File: src/sv/mcapt_pkg.sv
`timescale 1ns / 1ps
// ----------------------------------------------------------------------------
// mcapt_pkg
// Shared types and constants of the multichannel analyzer with preset timer.
// ----------------------------------------------------------------------------
package mcapt_pkg;

	localparam int CHANNELS_DEF = 4096;

	localparam int CH_W    = 12;
	localparam int CNT_W   = 16;
	localparam int KIND_W  = 3;
	localparam int DATA_W  = 32;
	localparam int DEAD_W  = 20;
	localparam int CFG_I_W = 2;
	localparam int FRAC_W  = 16;
	// channel widened far enough to address the largest spectrum
	localparam int CH_EXT_W = 17;

	localparam logic [KIND_W-1:0] KIND_COUNT = 3'd0;
	localparam logic [KIND_W-1:0] KIND_TICK  = 3'd1;
	localparam logic [KIND_W-1:0] KIND_START = 3'd2;
	localparam logic [KIND_W-1:0] KIND_STOP  = 3'd3;
	localparam logic [KIND_W-1:0] KIND_READ  = 3'd4;
	localparam logic [KIND_W-1:0] KIND_CLEAR = 3'd5;

	localparam logic [CFG_I_W-1:0] REG_REAL_TGT = 2'd0;
	localparam logic [CFG_I_W-1:0] REG_LIVE_TGT = 2'd1;
	localparam logic [CFG_I_W-1:0] REG_DEAD     = 2'd2;

	typedef struct packed {
		logic [KIND_W-1:0] kind;
		logic [CH_W-1:0]   channel;
		logic [CNT_W-1:0]  event_count;
	} in_item_t;

	typedef struct packed {
		logic [DATA_W-1:0] bin_count;
		logic [DATA_W-1:0] total_counts;
		logic [DATA_W-1:0] real_time_ms;
		logic [DATA_W-1:0] live_time_ms;
		logic              running;
		logic              preset_stop;
	} out_item_t;

	typedef enum logic [2:0] {
		ST_SWEEP,
		ST_IDLE,
		ST_RD,
		ST_MUL,
		ST_LIVE,
		ST_CHK
	} state_t;

	typedef struct packed {
		logic accept;
		logic exec;
		logic sweep;
		logic mul;
		logic live;
		logic finish;
	} ctl_cmd_t;

	typedef struct packed {
		logic sweep_last;
		logic is_clear;
	} ctl_stat_t;

endpackage

File: src/sv/mcapt_ctrl.sv
`timescale 1ns / 1ps
// ----------------------------------------------------------------------------
// mcapt_ctrl
// Sequencer: walks each item through read, update, multiply, live time and
// preset check, and runs the zeroing sweep after reset and on clear.
// ----------------------------------------------------------------------------
module mcapt_ctrl (
	input  logic                clk,
	input  logic                arst_n,
	input  logic                start,
	input  mcapt_pkg::ctl_stat_t stat,
	output mcapt_pkg::ctl_cmd_t  cmd,
	output logic                busy
);

	import mcapt_pkg::*;

	state_t state_q;
	state_t state_nxt;
	logic   init_q;

	always_ff @(posedge clk or negedge arst_n) begin
		if (!arst_n) begin
			state_q <= ST_SWEEP;
			init_q  <= 1'b1;
		end else begin
			state_q <= state_nxt;
			if (state_q == ST_SWEEP && stat.sweep_last) begin
				init_q <= 1'b0;
			end
		end
	end

	always_comb begin
		state_nxt = state_q;
		unique case (state_q)
			ST_SWEEP: begin
				if (stat.sweep_last) begin
					state_nxt = init_q ? ST_IDLE : ST_MUL;
				end
			end
			ST_IDLE: begin
				if (start) begin
					state_nxt = ST_RD;
				end
			end
			ST_RD: begin
				state_nxt = stat.is_clear ? ST_SWEEP : ST_MUL;
			end
			ST_MUL:  state_nxt = ST_LIVE;
			ST_LIVE: state_nxt = ST_CHK;
			ST_CHK:  state_nxt = ST_IDLE;
			default: state_nxt = ST_IDLE;
		endcase
	end

	always_comb begin
		cmd  = '0;
		busy = 1'b1;
		unique case (state_q)
			ST_SWEEP: cmd.sweep = 1'b1;
			ST_IDLE: begin
				busy       = 1'b0;
				cmd.accept = start;
			end
			ST_RD:   cmd.exec   = 1'b1;
			ST_MUL:  cmd.mul    = 1'b1;
			ST_LIVE: cmd.live   = 1'b1;
			ST_CHK:  cmd.finish = 1'b1;
			default: cmd = '0;
		endcase
	end

endmodule

File: config.mk
export PLATFORM = sky130hd
export DESIGN_NAME = mcapt_ctrl
export DESIGN_NICKNAME = d
export VERILOG_FILES = /design/src/sv/mcapt_pkg.sv /design/src/sv/mcapt_ctrl.sv
export SDC_FILE = /design/constraint.sdc
export NUM_CORES = 1
export LEC_CHECK = 0
export BUFFER_PORTS_ARGS = -buffer_cell sky130_fd_sc_hd__buf_4
export CORE_AREA = 3 3 40 42
export CTS_CLUSTER_SIZE = 14
export DETAILED_ROUTE_END_ITERATION = 12
export DIE_AREA = 0 0 43 45
export GPL_ROUTABILITY_DRIVEN = 0
export HOLD_SLACK_MARGIN = 0.05
export PLACE_DENSITY = 0.47
export SYNTH_ARGS = -nofsm -noshare
export SYNTH_HDL_FRONTEND = slang
export SYNTH_SLANG_ARGS = --single-unit
File: constraint.sdc
create_clock -name clk -period 1.4 [get_ports clk]
set_clock_uncertainty 0.2 [all_clocks]
set_input_delay 0.07 -clock clk [delete_from_list [all_inputs] [get_ports clk]]
set_output_delay 0.07 -clock clk [all_outputs]
set_load 0.02 [all_outputs]
==> reports/summary.txt, run 1 <==
CLOCKING
----------------------------------------------------------------------------------
CTS tree ............................................................        built
H-tree depth reported by CTS ........................................            1
Sink count of the clock tree ........................................            4
Cts bufs inserted ...................................................            3
Maximum count of clock buffers along a single path ..................            2
Later-pin clock latency in the skew report ..........................       240 ps
Clock-pin transition on the worst setup and hold timing paths .......        40 ps
Root Driver ......................................................... sky130_fd_sc_hd__clkbuf_4

LAYOUT
----------------------------------------------------------------------------------
Summed area of non-filler cells in the final layout .................    452 sq um
Number of nets in the final layout ..................................           50
Share of final-layout standard cells stronger than drive strength 1 .        0.614
Area added between synthesis and finish .............................        90.0%
Number of diodes added for antenna fixing ...........................            0
Final cell count without fillers ....................................           59
Share of the core filled with cells .................................        0.352

FLOORPLANNING
----------------------------------------------------------------------------------
Die boundary width ..................................................        43 um
Area of the die .....................................................   1940 sq um
Initial Util ........................................................        0.185
Core ar. ............................................................   1280 sq um
Boundary Pins .......................................................           12
Number of placement rows ............................................           13
Die Y ...............................................................        45 um

PWR
----------------------------------------------------------------------------------
Power share of the sequential group .................................        0.293
Leakage power .......................................................     0.200 nW
Power density cells ................................................. 2110 nW/um^2
Share of total power in combinational logic .........................        0.540
Share of power burned in the clock network ..........................        0.167
Power after layout ..................................................     0.951 mW
Int Pwr .............................................................     0.554 mW
Switching power .....................................................     0.397 mW
Proportion of total power due to net switching ......................        0.417
VDD IR max ..........................................................     0.684 mV

SETUP PATH
----------------------------------------------------------------------------------
Required time worst endpoint ........................................      1130 ps
Critical path, cell by cell ......................................... buf_6, nor3b_2, buf_4
Terminus of the critical flop-to-flop path .......................... state_q[1]$_DFFE_PN0P_
Slowest stage cell, crit path ....................................... sky130_fd_sc_hd__dfrtp_2
Biggest cell delay along the critical path ..........................       460 ps
Reg2reg setup slack .................................................        60 ps
Crit end category ...................................................   output pin
CP Data Arrival Time ................................................      1140 ps
CP delay by family, top .............................................   flip-flops
Type of the worst setup path ........................................      reg2out
Critical path buffers and inverters .................................            2
Peak fanout along the critical path .................................            6
R2r startpoint ...................................................... state_q[1]$_DFFE_PN0P_
Critical path startpoint category ...................................     register
Worst Reg2Reg Path Length in Cells ..................................            4

SYNTH
----------------------------------------------------------------------------------
Largest area contributor in the netlist ............................. sky130_fd_sc_hd__dfrtp_1
Proportion of netlist area held by the largest area contributor .....        0.316
Number of flip-flops and latches in the synthesized netlist .........            4
Mapped Cells ........................................................           24
Cell area after technology mapping ..................................    238 sq um
Yosys synthesis warning count .......................................            0
Synthesized area per cell ...........................................   9.91 sq um
Post-synth net total ................................................           29
Synth cell types ....................................................           20
Largest cells by area after synthesis ............................... sky130_fd_sc_hd__dfrtp_1 32%, sky130_fd_sc_hd__dfstp_2 11%, sky130_fd_sc_hd__nor2b_1 5.3%
Part of the Yosys area used for sequential elements .................        0.426

PLACE
----------------------------------------------------------------------------------
Post-placement cell area ............................................    327 sq um
Worst slack at placement ............................................      73.9 ps
Total of buffers placed on input and output ports ...................           11
Half-perimeter wire length of the detailed placement result .........       446 um
Count of placed standard cells including taps .......................           48

OUTCOME
----------------------------------------------------------------------------------
Result of the run ................................................... finished, violations left
Violations in the final reports ..................................... setup timing

STA
----------------------------------------------------------------------------------
Worst hold slack ....................................................       112 ps
Finish-stage setup viols ............................................            1
Transition time at the pin with the least slew margin ...............       242 ps
Fraction of the cycle the final worst path needs ....................         1.01
Unrepaired setup endpoints after global routing .....................         true
Clock period minus final worst setup slack ..........................      1410 ps
Highest clock rate ..................................................      708 MHz
Count of endpoints failing hold in the final timing report ..........            0
Final Slew Violations ...............................................            0
Relative slew slack .................................................        0.839
Final setup margin ..................................................     -13.0 ps
Setup tns final .....................................................     -13.0 ps

ROUTING
----------------------------------------------------------------------------------
Ratio of routed vias to standard cells ..............................         4.49
Number of antenna-violating nets in the routed design ...............            0
Number of DRC markers in iteration 0 ................................            2
Total routed wirelength .............................................       713 um
Detailed-route wire length per cell .................................      12.1 um
Via count ...........................................................          265
Number of detailed-routing iterations run before antenna repair .....            2
Number of remaining DRC errors ......................................            0

WORST HOLD PATH
----------------------------------------------------------------------------------
Type of the worst min-delay path ....................................     in2async

GLOBAL ROUTE
----------------------------------------------------------------------------------
All-Layer GR Usage ..................................................       0.0828
Number of antenna violations at the first check in global routing ...            0
Global route overflow ...............................................            0
Maximum number of pins on one net before global-route repair ........           12
Wire length of the first global-routing pass ........................      1130 um
Number of global-route vias before repair ...........................          269

FLOW RUN
----------------------------------------------------------------------------------
Max capacitance violation total .....................................            0

-- per-layer routing --
layer / up-vias / global-route usage / part of all wire
met4: 0 / 0.0542 / 0
met2: 8 / 0.129 / 0.55
met1: 133 / 0.0805 / 0.39
li1: 124 / - / -
met5: - / 0 / 0
met3: 0 / 0.0558 / 0.060
-- cells by family (layout without fill, tap and decap cells) --
group,Yosys count,after routing,synth area share
flip-flops,4,4,0.426
AND/OR/NAND/NOR,13,13,0.384
buffers and inverters,3,23,0.0684
AO/OA/AOI/OAI,4,4,0.121
-- flip-flops by register name (all words and copies together), names as in the netlist --
register / cells
state_q: 3
init_q: 1
-- power by group through the flow --
stage / registers, mW / logic [mW] / clock network, mW
5_1_grt: 0.290 / 0.556 / 0.183
2_1_floorplan: 0.180 / 0.335 / 0
6_report: 0.279 / 0.513 / 0.159
4_1_cts: 0.267 / 0.420 / 0.166
3_3_place_gp: 0.251 / 0.402 / 0
3_5_place_dp: 0.257 / 0.404 / 0
-- cells in the final DEF, fill, tap and decap left out --
cell / instances
sky130_fd_sc_hd__buf_4: 10
sky130_fd_sc_hd__dlygate4sd3_1: 5
sky130_fd_sc_hd__clkbuf_4: 3
sky130_fd_sc_hd__buf_6: 3
sky130_fd_sc_hd__dfrtp_2: 3
sky130_fd_sc_hd__nor3b_2: 2
sky130_fd_sc_hd__and3b_2: 2
sky130_fd_sc_hd__nor2b_1: 2
sky130_fd_sc_hd__nor3_1: 2
sky130_fd_sc_hd__nor3_2: 1
sky130_fd_sc_hd__nor2_4: 1
sky130_fd_sc_hd__nand2_1: 1
sky130_fd_sc_hd__and3_4: 1
sky130_fd_sc_hd__o21a_1: 1
sky130_fd_sc_hd__o21bai_1: 1
sky130_fd_sc_hd__or2_1: 1
sky130_fd_sc_hd__inv_1: 1
sky130_fd_sc_hd__a21oi_1: 1
sky130_fd_sc_hd__a221oi_1: 1
sky130_fd_sc_hd__clkbuf_1: 1
sky130_fd_sc_hd__dfstp_2: 1
-- worst max path at each step --
stage / cells past startpoint / slack [ps] / endpoint / from
final: 3 / -10 / cmd[4] / state_q[1]$_DFFE_PN0P_
after global routing: 2 / -60 / cmd[3] / state_q[2]$_DFFE_PN0P_
after CTS: 3 / 5 / cmd[5] / state_q[2]$_DFFE_PN0P_
after detailed placement: 3 / 70 / state_q[1]$_DFFE_PN0P_ / state_q[0]$_DFFE_PN0P_
after global placement: 3 / 140 / state_q[1]$_DFFE_PN0P_ / state_q[0]$_DFFE_PN0P_
after floorplan: 2 / 90 / cmd[4] / state_q[0]$_DFFE_PN0P_
-- area by class of cell --
| class | count | area, sq um |
|---|---|---|
| Clock buffer | 4 | 26.3 |
| Fill cell | 143 | 833 |
| Multi-Input combinational cell | 17 | 139 |
| Tap cell | 15 | 18.8 |
| Inverter | 1 | 3.75 |
| Sequential cell | 4 | 105 |
| Timing Repair Buffer | 18 | 159 |
-- what timing repair did --
item                                    4_1_cts  5_1_grt
buffers inserted                              0        2
endpoints found under the setup margin        4        6
gates resized for setup                       4        9
hold buffers                                  5        0
hold endpoints to repair                      7        0
pin swaps                                     0        2
-- cells in the mapped netlist, drive strengths merged --
| cell type | count |
|---|---|
| a21oi | 1 |
| a221oi | 1 |
| and3 | 1 |
| and3b | 2 |
| buf | 2 |
| dfrtp | 3 |
| dfstp | 1 |
| inv | 1 |
| nand2 | 1 |
| nor2 | 1 |
| nor2b | 2 |
| nor3 | 3 |
| nor3b | 2 |
| o21a | 1 |
| o21bai | 1 |
| or2 | 1 |
Note: power is estimated with default switching activity, not from simulation.
==> inputs of run 2 (changes only) <==
--- a/config.mk
+++ b/config.mk
@@ -13,6 +13,7 @@
 export GPL_ROUTABILITY_DRIVEN = 0
 export HOLD_SLACK_MARGIN = 0.05
 export PLACE_DENSITY = 0.47
+export SKIP_LAST_GASP = 1
 export SYNTH_ARGS = -nofsm -noshare
 export SYNTH_HDL_FRONTEND = slang
 export SYNTH_SLANG_ARGS = --single-unit
==> run 2 against run 1 <==
  * The run still ends with setup timing left
  * Cell count stayed put
  * Flip-flop and latch count stayed put
  * Power is 1.7% lower
  * Highest routed layer unchanged
  * Non-clock buffer count stayed put
  * Via count is 2.3% lower
  * Design area is 1.7% lower
  * Largest cell class unchanged
  * Largest power group unchanged
==> reports/summary.txt, run 2 (same netlist as run 1, synthesis figures left out) <==
LAYOUT
----------------------------------------------------------------------------------
Number of nets in the final layout ..................................           50
Area added between synthesis and finish .............................        86.8%
Number of flip-flops under the largest register name ................            3
Biggest registers after layout ...................................... state_q x3, init_q x1
Number of diodes added for antenna fixing ...........................            0
Most frequent cells in the layout ................................... 12 x sky130_fd_sc_hd__buf_4, 5 x sky130_fd_sc_hd__dlygate4sd3_1, 3 x sky130_fd_sc_hd__clkbuf_4, 3 x sky130_fd_sc_hd__dfrtp_2
Leading cell type in the layout, fill and taps excluded ............. sky130_fd_sc_hd__buf_4
Share of final-layout standard cells stronger than drive strength 1 .        0.614
Top reg by flops ....................................................      state_q
Share of the core filled with cells .................................        0.346

SETUP PATH
----------------------------------------------------------------------------------
Critical path startpoint category ...................................     register
Type of the worst setup path ........................................      reg2out
Critical path, cell by cell ......................................... buf_6, nor3b_2, buf_4
CP delay by family, top .............................................   flip-flops
Worst Reg2Reg Path Length in Cells ..................................            4
Biggest cell delay along the critical path ..........................       470 ps
Critical path buffers and inverters .................................            2
Peak fanout along the critical path .................................            6
CP Data Arrival Time ................................................      1140 ps
Slowest stage cell, crit path ....................................... sky130_fd_sc_hd__dfrtp_2
Required time worst endpoint ........................................      1130 ps
Crit end category ...................................................   output pin
Number of cells on the critical path ................................            3

GLOBAL ROUTE
----------------------------------------------------------------------------------
Number of global-route vias before repair ...........................          269
All-Layer GR Usage ..................................................       0.0828
Global-route layer with the greatest usage ..........................         met2
Wire length of the first global-routing pass ........................      1130 um
Global route overflow ...............................................            0
Maximum number of pins on one net before global-route repair ........           12
Global-route met3 utilization .......................................       0.0558
Met2 capacity usage during global routing ...........................        0.129
Grt met1 use ........................................................       0.0805
Number of antenna violations at the first check in global routing ...            0

FLOORPLANNING
----------------------------------------------------------------------------------
Number of placement rows ............................................           13
Die Y ...............................................................        45 um
Die boundary width ..................................................        43 um
Initial Util ........................................................        0.185
Area of the die .....................................................   1940 sq um
Boundary Pins .......................................................           12
Core ar. ............................................................   1280 sq um

PLACE
----------------------------------------------------------------------------------
Total of buffers placed on input and output ports ...................           11
Half-perimeter wire length of the detailed placement result .........       446 um

STA
----------------------------------------------------------------------------------
Final setup margin ..................................................     -14.2 ps
Count of endpoints failing hold in the final timing report ..........            0
Transition time at the pin with the least slew margin ...............       244 ps
Highest clock rate ..................................................      707 MHz
Unrepaired setup endpoints after global routing .....................         true
Relative slew slack .................................................        0.837
Final Slew Violations ...............................................            0
Clock period minus final worst setup slack ..........................      1410 ps
Finish-stage setup viols ............................................            2
Fraction of the cycle the final worst path needs ....................         1.01

FLOW RUN
----------------------------------------------------------------------------------
Max capacitance violation total .....................................            0

CLOCKING
----------------------------------------------------------------------------------
H-tree depth reported by CTS ........................................            1
Root Driver ......................................................... sky130_fd_sc_hd__clkbuf_4
Cts bufs inserted ...................................................            3
Later-pin clock latency in the skew report ..........................       240 ps
Sink count of the clock tree ........................................            4
Clock-pin transition on the worst setup and hold timing paths .......        40 ps
CTS tree ............................................................        built
Maximum count of clock buffers along a single path ..................            2

ROUTING
----------------------------------------------------------------------------------
Number of remaining DRC errors ......................................            0
Total routed wirelength .............................................       695 um
Via count ...........................................................          259
Ratio of routed vias to standard cells ..............................         4.39
Number of antenna-violating nets in the routed design ...............            0
Number of DRC markers in iteration 0 ................................            1
Detailed-route wire length per cell .................................      11.8 um
Number of detailed-routing iterations run before antenna repair .....            2

PWR
----------------------------------------------------------------------------------
Power density cells ................................................. 2100 nW/um^2
Leakage power .......................................................     0.198 nW
Power after layout ..................................................     0.935 mW
VDD IR max ..........................................................     0.658 mV

WORST HOLD PATH
----------------------------------------------------------------------------------
Type of the worst min-delay path ....................................     in2async

OUTCOME
----------------------------------------------------------------------------------
Result of the run ................................................... finished, violations left
Violations in the final reports ..................................... setup timing

-- run 2: cell counts in the layout (fill, tap and decap cells not counted) --
No cell type changed its count.
-- run 2: power breakdown --
part / leakage [nW] / internal, mW / switching, mW
Combinational: 0.140 / 0.271 / 0.227
Clock: 0.0150 / 0.107 / 0.0513
Sequential: 0.0436 / 0.165 / 0.112
-- run 2: path summary, 6_finish.rpt --
| path | endpoint | from | slack, ps |
|---|---|---|---|
| max reg2reg | state_q[1]$_DFFE_PN0P_ | state_q[1]$_DFFE_PN0P_ | 60 |
| min in group clk | init_q$_DFFE_PN1P_ | init_q$_DFFE_PN1P_ | 270 |
| max in group asynchronous | state_q[1]$_DFFE_PN0P_ | arst_n | 310 |
| min | init_q$_DFFE_PN1P_ | arst_n | 110 |
| min reg2reg | init_q$_DFFE_PN1P_ | init_q$_DFFE_PN1P_ | 270 |
| max | cmd[4] | state_q[1]$_DFFE_PN0P_ | -10 |
-- run 2: layout make-up --
class / instances / area (sq um)
clock buffer: 4 / 26.3
fill: 141 / 841
inverter: 1 / 3.75
multi-input combinational: 17 / 139
sequential: 4 / 105
tap: 15 / 18.8
timing repair buffer: 18 / 151
-- run 2: routing by layer --
metal	vias up	wire, um
met3	0	40
met5	-	0
met1	127	264
li1	124	-
met2	8	389
met4	0	0
-- run 2: stage by stage --
| stage | cells | setup TNS [ps] | setup slack [ps] | instance area [sq um] | hold WS [ps] |
|---|---|---|---|---|---|
| finish | 59 | -28.0 | -14.2 | 444 | 113 |
| global route | 59 | -295 | -66.7 | 444 | 108 |
| CTS | 57 | -30.2 | -30.2 | 405 | 110 |
| detailed placement | 48 | 0 | 73.9 | 327 | -334 |
| global placement | 48 | 0 | 144 | 327 | -330 |
| floorplan | 24 | 0 | 89.9 | 238 | -426 |
-- run 2: repair_timing --
action	in CTS	in global routing
gates resized for setup	2	9
endpoints found under the setup margin	4	7
pin swaps	0	1
hold buffers	5	0
setup buffers	0	2
hold endpoints to repair	7	0
